==> src/hw/rtl/bmpu_pkg.sv <==
// bmpu_pkg: shared types and constants for the 24-bit bmp stream unpacker
`timescale 1ns / 1ps
`default_nettype none

package bmpu_pkg;

    // parser phases
    typedef enum logic [1:0] {
        PH_HEADER,
        PH_PIXELS,
        PH_PAD,
        PH_DONE
    } phase_t;

    // result status codes
    localparam logic [1:0] ST_PIXEL     = 2'd0;
    localparam logic [1:0] ST_BAD_DEPTH = 2'd1;
    localparam logic [1:0] ST_BAD_SIZE  = 2'd2;

    // header layout
    localparam logic [5:0]  HEADER_LAST = 6'd53;
    localparam logic [5:0]  WIDTH_OFS   = 6'd18;
    localparam logic [5:0]  HEIGHT_OFS  = 6'd22;
    localparam logic [5:0]  DEPTH_OFS   = 6'd28;
    localparam logic [15:0] DEPTH_24    = 16'd24;

    // triple positions within a pixel
    localparam logic [1:0] POS_BLUE  = 2'd0;
    localparam logic [1:0] POS_GREEN = 2'd1;
    localparam logic [1:0] POS_RED   = 2'd2;

    typedef struct packed {
        logic [7:0]  red;
        logic [7:0]  green;
        logic [7:0]  blue;
        logic [11:0] column;
        logic [11:0] row;
        logic        last_pixel;
        logic [1:0]  status;
    } pixel_t;

endpackage

`default_nettype wire

==> src/hw/rtl/bmpu_if.sv <==
// bmpu_if: valid/ready channel interfaces for the byte input and pixel output
`timescale 1ns / 1ps
`default_nettype none

interface bmpu_byte_if;
    logic       valid;
    logic       ready;
    logic [7:0] data_byte;
    logic       first_byte;

    modport source (output valid, output data_byte, output first_byte, input ready);
    modport sink   (input valid, input data_byte, input first_byte, output ready);
endinterface

interface bmpu_pixel_if;
    logic              valid;
    logic              ready;
    bmpu_pkg::pixel_t  data;

    modport source (output valid, output data, input ready);
    modport sink   (input valid, input data, output ready);
endinterface

`default_nettype wire

==> src/hw/rtl/bmp24_stream_unpacker.sv <==
// bmp24_stream_unpacker: byte-serial decoder of 24-bit bgr bmp files
//
// usage
//   stream: one file byte per item; first_byte restarts the parser and the
//     byte is taken as header byte 0
//   pixel: one item per complete blue/green/red triple with column and row,
//     last_pixel on the final pixel; a bad depth or size gives one item
//     with status set and all other fields zero
// timing
//   one byte per cycle while stream.ready is high; the parser state is a set of
//   counters updated in the accepting cycle and the result sits in one output
//   register, visible the cycle after the red byte is accepted
//   stream.ready is high while the output register is empty or being taken
// reset
//   rst_n clears the parser to the header phase and empties the output;
//   the first byte after reset is header byte 0 even without first_byte
// stall
//   a held result blocks new bytes only while pixel.ready stays low
//   header, pad and trailing bytes still need the output register free
`timescale 1ns / 1ps
`default_nettype none

module bmp24_stream_unpacker #(
    parameter int MAX_DIM = 4096
) (
    input  wire          clk,
    input  wire          rst_n,
    bmpu_byte_if.sink    stream,
    bmpu_pixel_if.source pixel
);
    import bmpu_pkg::*;

    // column and row counts never reach MAX_DIM
    localparam int CNT_W = (MAX_DIM > 1) ? $clog2(MAX_DIM) : 1;

    // parser control state
    phase_t             phase_reg, phase_next;
    logic [5:0]         hdr_cnt_reg, hdr_cnt_next;
    logic [1:0]         pos_reg, pos_next;
    logic [CNT_W-1:0]   col_reg, col_next;
    logic [CNT_W-1:0]   row_reg, row_next;
    logic [1:0]         pad_reg, pad_next;

    // captured header fields and held components
    logic [31:0]        width_reg, width_next;
    logic [31:0]        height_reg, height_next;
    logic [15:0]        depth_reg, depth_next;
    logic [7:0]         blue_reg, blue_next;
    logic [7:0]         green_reg, green_next;

    // output register
    logic               ovalid_reg, ovalid_next;
    pixel_t             odata_reg, odata_next;

    logic               accept;
    logic               emit;
    pixel_t             result;
    logic [1:0]         lane_ofs;

    assign stream.ready = !ovalid_reg || pixel.ready;
    assign accept       = stream.valid && stream.ready;
    assign pixel.valid  = ovalid_reg;
    assign pixel.data   = odata_reg;

    always_comb
    begin
        phase_next  = phase_reg;
        hdr_cnt_next = hdr_cnt_reg;
        pos_next    = pos_reg;
        col_next    = col_reg;
        row_next    = row_reg;
        pad_next    = pad_reg;
        width_next  = width_reg;
        height_next = height_reg;
        depth_next  = depth_reg;
        blue_next   = blue_reg;
        green_next  = green_reg;
        emit        = 1'b0;
        result      = '0;
        lane_ofs    = '0;

        // a new file restarts the parser before this byte is looked at
        if (stream.first_byte)
        begin
            phase_next   = PH_HEADER;
            hdr_cnt_next = '0;
            pos_next     = POS_BLUE;
            col_next     = '0;
            row_next     = '0;
            pad_next     = '0;
        end

        case (phase_next)
            PH_HEADER:
            begin
                // each header lane is written exactly once per file
                if (hdr_cnt_next >= WIDTH_OFS && hdr_cnt_next < WIDTH_OFS + 6'd4)
                begin
                    lane_ofs = 2'(hdr_cnt_next - WIDTH_OFS);
                    width_next[8*lane_ofs +: 8] = stream.data_byte;
                end
                else if (hdr_cnt_next >= HEIGHT_OFS && hdr_cnt_next < HEIGHT_OFS + 6'd4)
                begin
                    lane_ofs = 2'(hdr_cnt_next - HEIGHT_OFS);
                    height_next[8*lane_ofs +: 8] = stream.data_byte;
                end
                else if (hdr_cnt_next >= DEPTH_OFS && hdr_cnt_next < DEPTH_OFS + 6'd2)
                begin
                    lane_ofs = 2'(hdr_cnt_next - DEPTH_OFS);
                    depth_next[8*lane_ofs[0] +: 8] = stream.data_byte;
                end

                if (hdr_cnt_next != HEADER_LAST)
                begin
                    hdr_cnt_next = hdr_cnt_next + 6'd1;
                end
                else
                begin
                    hdr_cnt_next = '0;
                    if (depth_reg != DEPTH_24)
                    begin
                        phase_next    = PH_DONE;
                        emit          = 1'b1;
                        result.status = ST_BAD_DEPTH;
                    end
                    else if (width_reg == '0 || height_reg == '0
                             || width_reg > 32'(MAX_DIM) || height_reg > 32'(MAX_DIM))
                    begin
                        phase_next    = PH_DONE;
                        emit          = 1'b1;
                        result.status = ST_BAD_SIZE;
                    end
                    else
                    begin
                        phase_next = PH_PIXELS;
                    end
                end
            end

            PH_PAD:
            begin
                // pad count is nonzero on entry
                pad_next = pad_next - 2'd1;
                if (pad_next == 2'd0)
                begin
                    phase_next = PH_PIXELS;
                end
            end

            PH_PIXELS:
            begin
                if (pos_next == POS_BLUE)
                begin
                    blue_next = stream.data_byte;
                    pos_next  = POS_GREEN;
                end
                else if (pos_next == POS_GREEN)
                begin
                    green_next = stream.data_byte;
                    pos_next   = POS_RED;
                end
                else
                begin
                    emit              = 1'b1;
                    result.red        = stream.data_byte;
                    result.green      = green_reg;
                    result.blue       = blue_reg;
                    result.column     = 12'(col_next);
                    result.row        = 12'(row_next);
                    result.status     = ST_PIXEL;
                    pos_next          = POS_BLUE;
                    if (32'(col_next) + 32'd1 >= width_reg)
                    begin
                        // end of row
                        col_next = '0;
                        if (32'(row_next) + 32'd1 >= height_reg)
                        begin
                            result.last_pixel = 1'b1;
                            phase_next        = PH_DONE;
                        end
                        else
                        begin
                            row_next = row_next + CNT_W'(1);
                            pad_next = width_reg[1:0];
                            if (width_reg[1:0] != 2'd0)
                            begin
                                phase_next = PH_PAD;
                            end
                        end
                    end
                    else
                    begin
                        col_next = col_next + CNT_W'(1);
                    end
                end
            end

            default:
            begin
                // done: trailing bytes are dropped
            end
        endcase
    end

    always_comb
    begin
        ovalid_next = ovalid_reg;
        odata_next  = odata_reg;
        if (accept)
        begin
            ovalid_next = emit;
            odata_next  = result;
        end
        else if (pixel.ready)
        begin
            ovalid_next = 1'b0;
        end
    end

    always_ff @(posedge clk or negedge rst_n)
    begin
        if (!rst_n)
        begin
            phase_reg   <= PH_HEADER;
            hdr_cnt_reg <= '0;
            pos_reg     <= POS_BLUE;
            col_reg     <= '0;
            row_reg     <= '0;
            pad_reg     <= '0;
            ovalid_reg  <= 1'b0;
        end
        else
        begin
            ovalid_reg <= ovalid_next;
            if (accept)
            begin
                phase_reg   <= phase_next;
                hdr_cnt_reg <= hdr_cnt_next;
                pos_reg     <= pos_next;
                col_reg     <= col_next;
                row_reg     <= row_next;
                pad_reg     <= pad_next;
            end
        end
    end

    // payload registers, no reset needed
    always_ff @(posedge clk)
    begin
        odata_reg <= odata_next;
        if (accept)
        begin
            width_reg  <= width_next;
            height_reg <= height_next;
            depth_reg  <= depth_next;
            blue_reg   <= blue_next;
            green_reg  <= green_next;
        end
    end

endmodule

`default_nettype wire

==> src/flat_wrapper.sv <==
// flat-port wrapper written by rule: the top's interface ports become plain ports
module bmp24_stream_unpacker_flat import bmpu_pkg::*;
#(
    parameter int MAX_DIM = 4096
)
  (clk, rst_n, stream_valid, stream_data_byte, stream_first_byte, stream_ready, pixel_valid, pixel_data, pixel_ready);
  bmpu_byte_if stream_i ();
  bmpu_pixel_if pixel_i ();
  input  wire clk;
  input  wire rst_n;
  input wire logic [$bits(stream_i.valid)-1:0] stream_valid;
  input wire logic [$bits(stream_i.data_byte)-1:0] stream_data_byte;
  input wire logic [$bits(stream_i.first_byte)-1:0] stream_first_byte;
  output wire logic [$bits(stream_i.ready)-1:0] stream_ready;
  output wire logic [$bits(pixel_i.valid)-1:0] pixel_valid;
  output wire logic [$bits(pixel_i.data)-1:0] pixel_data;
  input wire logic [$bits(pixel_i.ready)-1:0] pixel_ready;
  assign stream_i.valid = stream_valid;
  assign stream_i.data_byte = stream_data_byte;
  assign stream_i.first_byte = stream_first_byte;
  assign stream_ready = stream_i.ready;
  assign pixel_valid = pixel_i.valid;
  assign pixel_data = pixel_i.data;
  assign pixel_i.ready = pixel_ready;
  bmp24_stream_unpacker #(.MAX_DIM(MAX_DIM)) u_core (.clk(clk), .rst_n(rst_n), .stream(stream_i), .pixel(pixel_i));
endmodule
==> config.mk <==
export PLATFORM = sky130hd
export DESIGN_NAME = bmp24_stream_unpacker_flat
export DESIGN_NICKNAME = d
export VERILOG_FILES = /design/src/hw/rtl/bmpu_pkg.sv /design/src/hw/rtl/bmpu_if.sv /design/src/hw/rtl/bmp24_stream_unpacker.sv /design/src/flat_wrapper.sv
export SDC_FILE = /design/constraint.sdc
export NUM_CORES = 1
export LEC_CHECK = 0
export BUFFER_PORTS_ARGS = -buffer_cell sky130_fd_sc_hd__buf_4
export CORE_AREA = 4 4 132 134
export CTS_CLUSTER_DIAMETER = 120
export DETAILED_ROUTE_END_ITERATION = 10
export DIE_AREA = 0 0 136 138
export HOLD_SLACK_MARGIN = 0.02
export PLACE_DENSITY = 0.73
export SLEW_MARGIN = 5
export SYNTH_ARGS = -nofsm -noshare
export SYNTH_HDL_FRONTEND = slang
export SYNTH_SLANG_ARGS = --single-unit
==> constraint.sdc <==
create_clock -name clk -period 4.95 [get_ports clk]
set_clock_uncertainty 0.1 [all_clocks]
set_input_delay 0.2475 -clock clk [delete_from_list [all_inputs] [get_ports clk]]
set_output_delay 0.2475 -clock clk [all_outputs]
set_load 0.01 [all_outputs]
==> impl_metrics.ini, run 1 <==
[timing]
fmax_mhz = 236.3
fin_crit_ps = 4233
setup_viol = 0
tns_ps = 0
maxSlewHeadroom_pct = 39.30
tightest_slew_ps = 907.2
maxSlewViolCount = 0
worst_slack_ps = 717.3
hold_viol_final = 0
rsz0062_at_grt = no
period_share_pct = 85.51
whs_ps = 142.3

[flow_run]
cap_violations = 0

[clock_tree]
path_clk_slew_ps = 80
h-tree-depth = 4
clock_latency_ps = 440
cts-root-buf = clkbuf_16
clock_sinks = 184
numCtsBuffers = 17
tritoncts = yes
post_cts_buffers = 0
cts.path.max_buffers = 2

[yosys]
synthesis.area_um2 = 8825
synthFlopType = edfxtp_1
syn_inst = 753
avgSynthCellArea_um2 = 11.72
ys.warnings.count = 0
ys_seq_area_share_pct = 60.51
synth_seq_cells = 184
yosys.cell_types.count = 67
synthArstFlopShare_pct = 20.11
synth_edf_count = 147
syn-num-nets = 804

[final_layout]
antenna_cells = 0
fin_util_pct = 62.57
final_common_cell = edfxtp_1
largest_register_ffs = 51
final_cell_mix = edfxtp_1, nand2_1, buf_4, nor2_1, inv_1
areaGrowthSynthToFinish_pct = 15.50
finalInstanceArea_um2 = 10190
fin_nets = 875
drive_above_1_share_pct = 14.81

[routing]
drt_iter0_drc = 498
totalWireLength_um = 20100
viasPerCell = 5.773
first_pass_iters = 5
vias = 6102
drc = 0
antenna_left = 0
wl_per_cell_um = 19.02

[power]
ir_worst_vdd_mv = 0.2414
p_leak_nw = 4.169
power.density_nw_per_um2 = 325.6

[floorplan]
num_rows = 47
die_w_um = 136
core-area_um2 = 16290
die_h_um = 138
num_io_pins = 66
dieArea_um2 = 18770
start_util_pct = 54.17

[worst_setup_path]
path_common_cell = nand3_1
end_kind = register
critPathSlowestCell = dfrtp_1
start_kind = register
path_cells = nor2b_1 -> ha_1 -> nand3_1 -> nor2_1 -> nand3_1 -> xnor2_1 -> nor2_1 -> ha_1 -> a21o_1 -> a21oi_1 -> o21ai_0 -> nand2_1 -> nand4_2 -> or4_1 -> nand3_1
required_ps = 5220
criticalPathCategory = reg -> reg
arrival_ps = 4510
max_stage_delay_ps = 460
crit_fanout = 11

[placement]
io_buffers = 65
dp_hpwl_um = 14480
gp_routability_congestion = 0.9399
preCtsSetupSlack_ps = 606.6
place_area_um2 = 9502

[global_routing]
grt_pass1_vias = 5965
grt_pass1_wl_um = 32170
grt_max_degree = 65
grt_usage_pct = 22.09
overflow = 0
antenna_found_initial = 0

[run_status]
status = finished clean

[hold_path]
hold_class = in -> reg
cells by family after synthesis:
family          synth area share, %
flops                         60.51
mux                          0.4537
simple gates                  18.96
buf+inv                       3.771
xor+xnor                      1.985
compound gates                8.933
fa+ha+maj                     5.388
worst max-delay path, delay by kind of cell (launching register included):
family / cells / cell delay, ps
flip-flops: 1 / 460
XOR/XNOR: 1 / 270
AO/OA/AOI/OAI: 3 / 410
adder cells (fa/ha/maj): 2 / 530
AND/OR/NAND/NOR: 9 / 2390
metal layers:
layer	track usage [%]	share of wire, %	routed length [um]	up-vias
li1	-	-	-	2854
met1	29.87	42	8384	2981
met2	36.79	50	10120	238
met3	3.634	6.0	1197	29
met4	6.737	2.0	396	0
met5	0	0	0	-
power by group:
group / switching, mW / internal [mW]
combinational: 0.178 / 0.0818
sequential: 0.0270 / 1.72
clock: 0.643 / 0.672
total: 0.849 / 2.47
worst paths after layout:
kind	startpoint	end	slack, ps	cells past startpoint
worst max-delay path	u_core.row_reg[0]	u_core.row_reg[4]	720	15
worst min-delay path	stream_first_byte	u_core.col_reg[0]	140	2
worst max register to register	u_core.row_reg[0]	u_core.row_reg[4]	720	15
worst min register to register	u_core.pad_reg[0]	u_core.pad_reg[0]	420	2
max in group asynchronous	rst_n	u_core.hdr_cnt_reg[2]	4140	2
min in group asynchronous	rst_n	u_core.col_reg[4]	240	2
layout make-up:
type	instances	area [um^2]
timing repair buffer	81	635.6
inverter	55	206.4
multi-input combinational	485	3154
fill	1270	6097
clock inverter	15	155.1
sequential	184	5340
clock buffer	17	425.4
tap	220	275.3
timing repair:
item	in CTS	in global routing
hold endpoints to repair	54	0
hold buffers	11	0
gates resized for setup	0	0
cell usage after synthesis (3+ instances only):
cell type / number / area, um^2
nand2_1: 72 / 270.3
a21oi_1: 18 / 90.09
mux2i_1: 4 / 40.04
nor2b_1: 12 / 75.07
buf_1: 5 / 18.77
ha_1: 38 / 475.5
nor2_1: 68 / 255.2
a22oi_1: 7 / 52.55
and3_1: 6 / 37.54
nand4_1: 9 / 56.30
nor3_1: 8 / 40.04
nor4_1: 18 / 112.6
o21ai_0: 31 / 155.2
a21o_1: 5 / 37.54
dfrtp_1: 37 / 925.9
a22o_1: 7 / 61.31
or4_1: 3 / 22.52
nand3_1: 25 / 125.1
and4_1: 4 / 35.03
nand2b_1: 5 / 31.28
edfxtp_1: 147 / 4414
a221o_1: 3 / 30.03
nor4b_1: 4 / 35.03
clkbuf_1: 19 / 71.32
o31ai_2: 4 / 50.05
xor2_1: 10 / 87.58
and2_1: 52 / 325.3
nor3b_1: 3 / 22.52
a31oi_1: 8 / 50.05
a211o_1: 4 / 35.03
or3_1: 4 / 25.02
o31ai_1: 4 / 30.03
inv_1: 54 / 202.7
o211ai_1: 5 / 37.54
xnor2_1: 10 / 87.58
per-stage QoR:
stage	power [mW]	cells
final	3.318	1057
after global routing	3.444	1057
after CTS	3.327	1057
after detailed placement	2.027	1014
after global placement	2.017	1014
after floorplan	1.926	753
Power figures use the tool's default switching activity.
==> inputs of run 2 (changes only) <==
--- a/config.mk
+++ b/config.mk
@@ -12,6 +12,7 @@
 export DIE_AREA = 0 0 136 138
 export HOLD_SLACK_MARGIN = 0.02
 export PLACE_DENSITY = 0.73
+export RECOVER_POWER = 50
 export SLEW_MARGIN = 5
 export SYNTH_ARGS = -nofsm -noshare
 export SYNTH_HDL_FRONTEND = slang
==> run 2 against run 1 <==
  * The flow now finishes with violations (capacitance limit, slew limit)
  * Non-clock buffer count stayed put
  * Cell count did not move
  * Critical path depth unchanged
  * Sequential share of layout area grew 1.3 points
  * Largest power group unchanged
==> impl_metrics.ini, run 2 (synthesized netlist as in run 1, its figures left out) <==
[routing]
first_pass_iters = 7
viasPerCell = 5.791
drc = 0
wl_per_cell_um = 19.03
drt_iter0_drc = 487
vias = 6121
totalWireLength_um = 20120
antenna_left = 0

[worst_setup_path]
path_common_cell = nand3_1
arrival_ps = 4470
required_ps = 5220
path_cells = nor2b_1 -> ha_1 -> nand3_1 -> nor2_1 -> nand3_1 -> xnor2_1 -> nor2_1 -> ha_1 -> a21o_1 -> a21oi_1 -> o21ai_0 -> nand2_1 -> nand4_2 -> or4_1 -> nand3_1
criticalPathCategory = reg -> reg
r2r_slack_ps = 750
crit_fanout = 11
critPathSlowestCell = dfrtp_1
max_stage_delay_ps = 470
crit_buf_inv = 0
start_kind = register
end_kind = register
path_delay_family = simple AND/OR/NAND/NOR gates

[timing]
tightest_slew_ps = 2196
maxSlewHeadroom_pct = -46.43
fin_crit_ps = 4199
setup_viol = 0
tns_ps = 0
maxSlewViolCount = 139
rsz0062_at_grt = no
fmax_mhz = 238.2
whs_ps = 151.2
period_share_pct = 84.82
hold_viol_final = 0

[power]
ir_worst_vdd_mv = 0.2367
p_leak_nw = 3.926
power.density_nw_per_um2 = 331.3
power_mw = 3.297

[global_routing]
grt_pass1_wl_um = 32170
grt_pass1_vias = 5965
grt_usage_pct = 22.09
grt_max_degree = 65
overflow = 0
antenna_found_initial = 0

[clock_tree]
cts.path.max_buffers = 2
clock_latency_ps = 430
numCtsBuffers = 17
tritoncts = yes
path_clk_slew_ps = 80
clock_sinks = 184
post_cts_buffers = 0
h-tree-depth = 4
cts-root-buf = clkbuf_16
post_cts_resized = 0

[placement]
dp_hpwl_um = 14480
place_area_um2 = 9502
gp_routability_congestion = 0.9399
io_buffers = 65

[flow_run]
cap_violations = 3

[floorplan]
dieArea_um2 = 18770
start_util_pct = 54.17
num_rows = 47
num_io_pins = 66
die_w_um = 136
die_h_um = 138
core-area_um2 = 16290

[final_layout]
largest_register_ffs = 51
antenna_cells = 0
final_common_cell = edfxtp_1
finalInstanceArea_um2 = 9952
final_cell_mix = edfxtp_1, nand2_1, nor2_1, clkbuf_1, inv_1
areaGrowthSynthToFinish_pct = 12.77
drive_above_1_share_pct = 6.930
fin_nets = 875

[hold_path]
hold_class = in -> reg

[run_status]
status = complete, but fails checks
violations = capacitance limit, slew limit
[run 2: worst paths after layout]
check / start / end / depth (start not counted)
setup / recovery: u_core.row_reg[0] / u_core.row_reg[10] / 15
hold / removal: stream_first_byte / u_core.col_reg[8] / 2
setup reg to reg: u_core.row_reg[0] / u_core.row_reg[10] / 15
hold reg to reg: u_core.pad_reg[0] / u_core.pad_reg[0] / 2
max in group asynchronous: rst_n / u_core.pad_reg[0] / 2
min in group asynchronous: rst_n / u_core.col_reg[4] / 2
[run 2: what timing repair did]
action	in CTS	in global routing
hold buffers	11	0
setup endpoints to repair	0	0
hold endpoints to repair	54	0
[run 2: layout make-up]
| type | instances | area (um^2) |
|---|---|---|
| Fill cell | 1346 | 6337 |
| Sequential cell | 184 | 5340 |
| Multi-Input combinational cell | 485 | 3153 |
| Clock buffer | 17 | 425.4 |
| Timing Repair Buffer | 81 | 396.6 |
| Tap cell | 220 | 275.3 |
| Inverter | 55 | 206.4 |
| Clock inverter | 15 | 155.1 |
[run 2: metrics by stage]
stage | worst slack, ps | cells | utilization, %
CTS | 864.5 | 1057 | 62.57
floorplan | 809.6 | 753 | -
finish | 751.2 | 1057 | 61.10
detailed placement | 606.6 | 1014 | 58.33
global placement | 770.0 | 1014 | 58.33
global route | 441.5 | 1057 | 61.10
[run 2: where the power goes]
part	internal [mW]	switching [mW]	leakage (nW)
logic	0.0635	0.179	1.76
clock network	0.672	0.639	0.279
registers	1.72	0.0264	1.89
[run 2: routing by layer]
metal	vias up	global-route usage [%]	share of wire, %
met5	-	0	0
met2	232	36.79	50
met4	0	6.737	1.9
met3	31	3.634	6.0
li1	2855	-	-
met1	3003	29.87	42
==> inputs of run 3 (changes only) <==
==> constraint.sdc (replaced) <==
create_clock -name clk -period 4.4 [get_ports clk]
set_clock_uncertainty 0.1 [all_clocks]
set_input_delay 0.22 -clock clk [delete_from_list [all_inputs] [get_ports clk]]
set_output_delay 0.22 -clock clk [all_outputs]
set_load 0.01 [all_outputs]
==> run 3 against run 2 <==
  * The run still ends with capacitance limit, slew limit left
  * Core utilization increased by 0.12 points
  * Routed wire length shrank 1.1%
  * Clock power up 12%
  * Non-clock buffer count increased by 4
  * Register-to-register slack got worse by 350 ps
  * Hold slack worse by 52 ps
  * Global-route usage shrank 0.099 points
  * Die area did not move
  * Combinational power grew 12%
  * Largest power group unchanged
  * Highest routed layer unchanged
==> impl_metrics.ini, run 3 (synthesized netlist as in run 1, its figures left out) <==
[timing]
maxSlewViolCount = 38
hold_viol_final = 0
fin_crit_ps = 4003
period_share_pct = 90.99
setup_viol = 0
maxSlewHeadroom_pct = -47.09
tns_ps = 0
fmax_mhz = 249.8
rsz0062_at_grt = no
tightest_slew_ps = 2206

[final_layout]
antenna_cells = 0
instances_no_fill = 1061
drive_above_1_share_pct = 7.253
areaGrowthSynthToFinish_pct = 12.99
fin_nets = 879
multiInputGateArea_um2 = 3153
final_common_cell = edfxtp_1
largest_register_ffs = 51
final_cell_mix = edfxtp_1, nand2_1, nor2_1, clkbuf_1, inv_1
seqCellArea_um2 = 5340
nFillCells = 1336

[power]
power.density_nw_per_um2 = 371.7
ir_worst_vdd_mv = 0.3019
p_leak_nw = 3.944
power_mw = 3.707

[routing]
wl_per_cell_um = 18.76
vias = 6109
viasPerCell = 5.758
drt_iter0_drc = 569
drc = 0
totalWireLength_um = 19910
antenna_left = 0
first_pass_iters = 5

[clock_tree]
clock_sinks = 184
clock_latency_ps = 440
cts.path.max_buffers = 2
post_cts_resized = 0
tritoncts = yes
numCtsBuffers = 17
cts-root-buf = clkbuf_16
path_clk_slew_ps = 70
h-tree-depth = 4

[floorplan]
core-area_um2 = 16290
num_rows = 47
num_io_pins = 66
dieArea_um2 = 18770
die_h_um = 138
start_util_pct = 54.17
die_w_um = 136

[worst_setup_path]
worstRegToRegCells = 14
criticalPathCategory = reg -> reg
crit_fanout = 5
start_kind = register
required_ps = 4640
arrival_ps = 4250
end_kind = register

[placement]
dp.cells = 1016
dp_hpwl_um = 14330
gp_routability_congestion = 0.9249
io_buffers = 65

[hold_path]
hold_class = in -> reg
min_path_cells = 2

[global_routing]
grt_usage_pct = 21.99
grt_pass1_vias = 5991
overflow = 0
grt_pass1_wl_um = 32130
grt_max_degree = 44
antenna_found_initial = 0

[run_status]
status = complete, but fails checks
violations = capacitance limit, slew limit

[flow_run]
cap_violations = 1
==> run 3: final timing paths <==
path                                     startpoint                    end  slack [ps]
max in group asynchronous                     rst_n  u_core.hdr_cnt_reg[1]        2050
worst min-delay path              stream_first_byte      u_core.col_reg[1]         100
worst max register to register    u_core.col_reg[3]      u_core.col_reg[8]         400
worst max-delay path              u_core.col_reg[3]      u_core.col_reg[8]         400
worst min register to register  u_core.green_reg[6]  u_core.pixel.data[41]         420
min in group asynchronous                     rst_n      u_core.col_reg[3]         870
==> run 3: where the power goes <==
group	total, mW	internal (mW)	switching, mW
clock	1.47	0.793	0.682
combinational	0.271	0.0730	0.198
sequential	1.96	1.93	0.0288
==> run 3: layout make-up <==
| class | instances | area share, % |
|---|---|---|
| multi-input combinational | 485 | 31.62 |
| tap | 220 | 2.761 |
| clock buffer | 18 | 4.304 |
| clock inverter | 14 | 1.368 |
| sequential | 184 | 53.56 |
| inverter | 55 | 2.071 |
| timing repair buffer | 85 | 4.317 |
==> run 3: repair_timing <==
action	in CTS	in global routing
buffers inserted	0	2
endpoints found under the setup margin	0	1
hold buffers	11	0
hold endpoints to repair	55	0
==> run 3: stage by stage <==
step | cell area, um^2 | utilization, % | hold WS (ps) | setup WS, ps
6_report | 9971 | 61.21 | 99.62 | 396.7
5_1_grt | 9971 | 61.21 | 104.5 | 95.80
4_1_cts | 10190 | 62.57 | 89.61 | 338.3
3_5_place_dp | 9517 | 58.42 | 132.1 | 353.4
3_3_place_gp | 9517 | 58.42 | 135.1 | 503.0
2_1_floorplan | 8825 | - | -175.6 | 287.1
==> run 3: worst max-delay path: stages (launching register included) <==
cell and delay, ps:
dfrtp_1 430, and3_1 220, and3_1 180, nand4_1 210
or3_1 400, a21oi_1 250, ha_1 320, a21o_1 220
a221oi_2 440, a2111oi_4 160, a21boi_4 190, buf_4 180
nor3_2 320, a22oi_1 110, o21ai_0 190
==> run 3: metal layers <==
layer | GRT usage (%) | share of wire [%]
met1 | 29.83 | 42
met4 | 6.950 | 2.3
met2 | 35.98 | 49
met3 | 4.215 | 6.4
met5 | 0 | 0
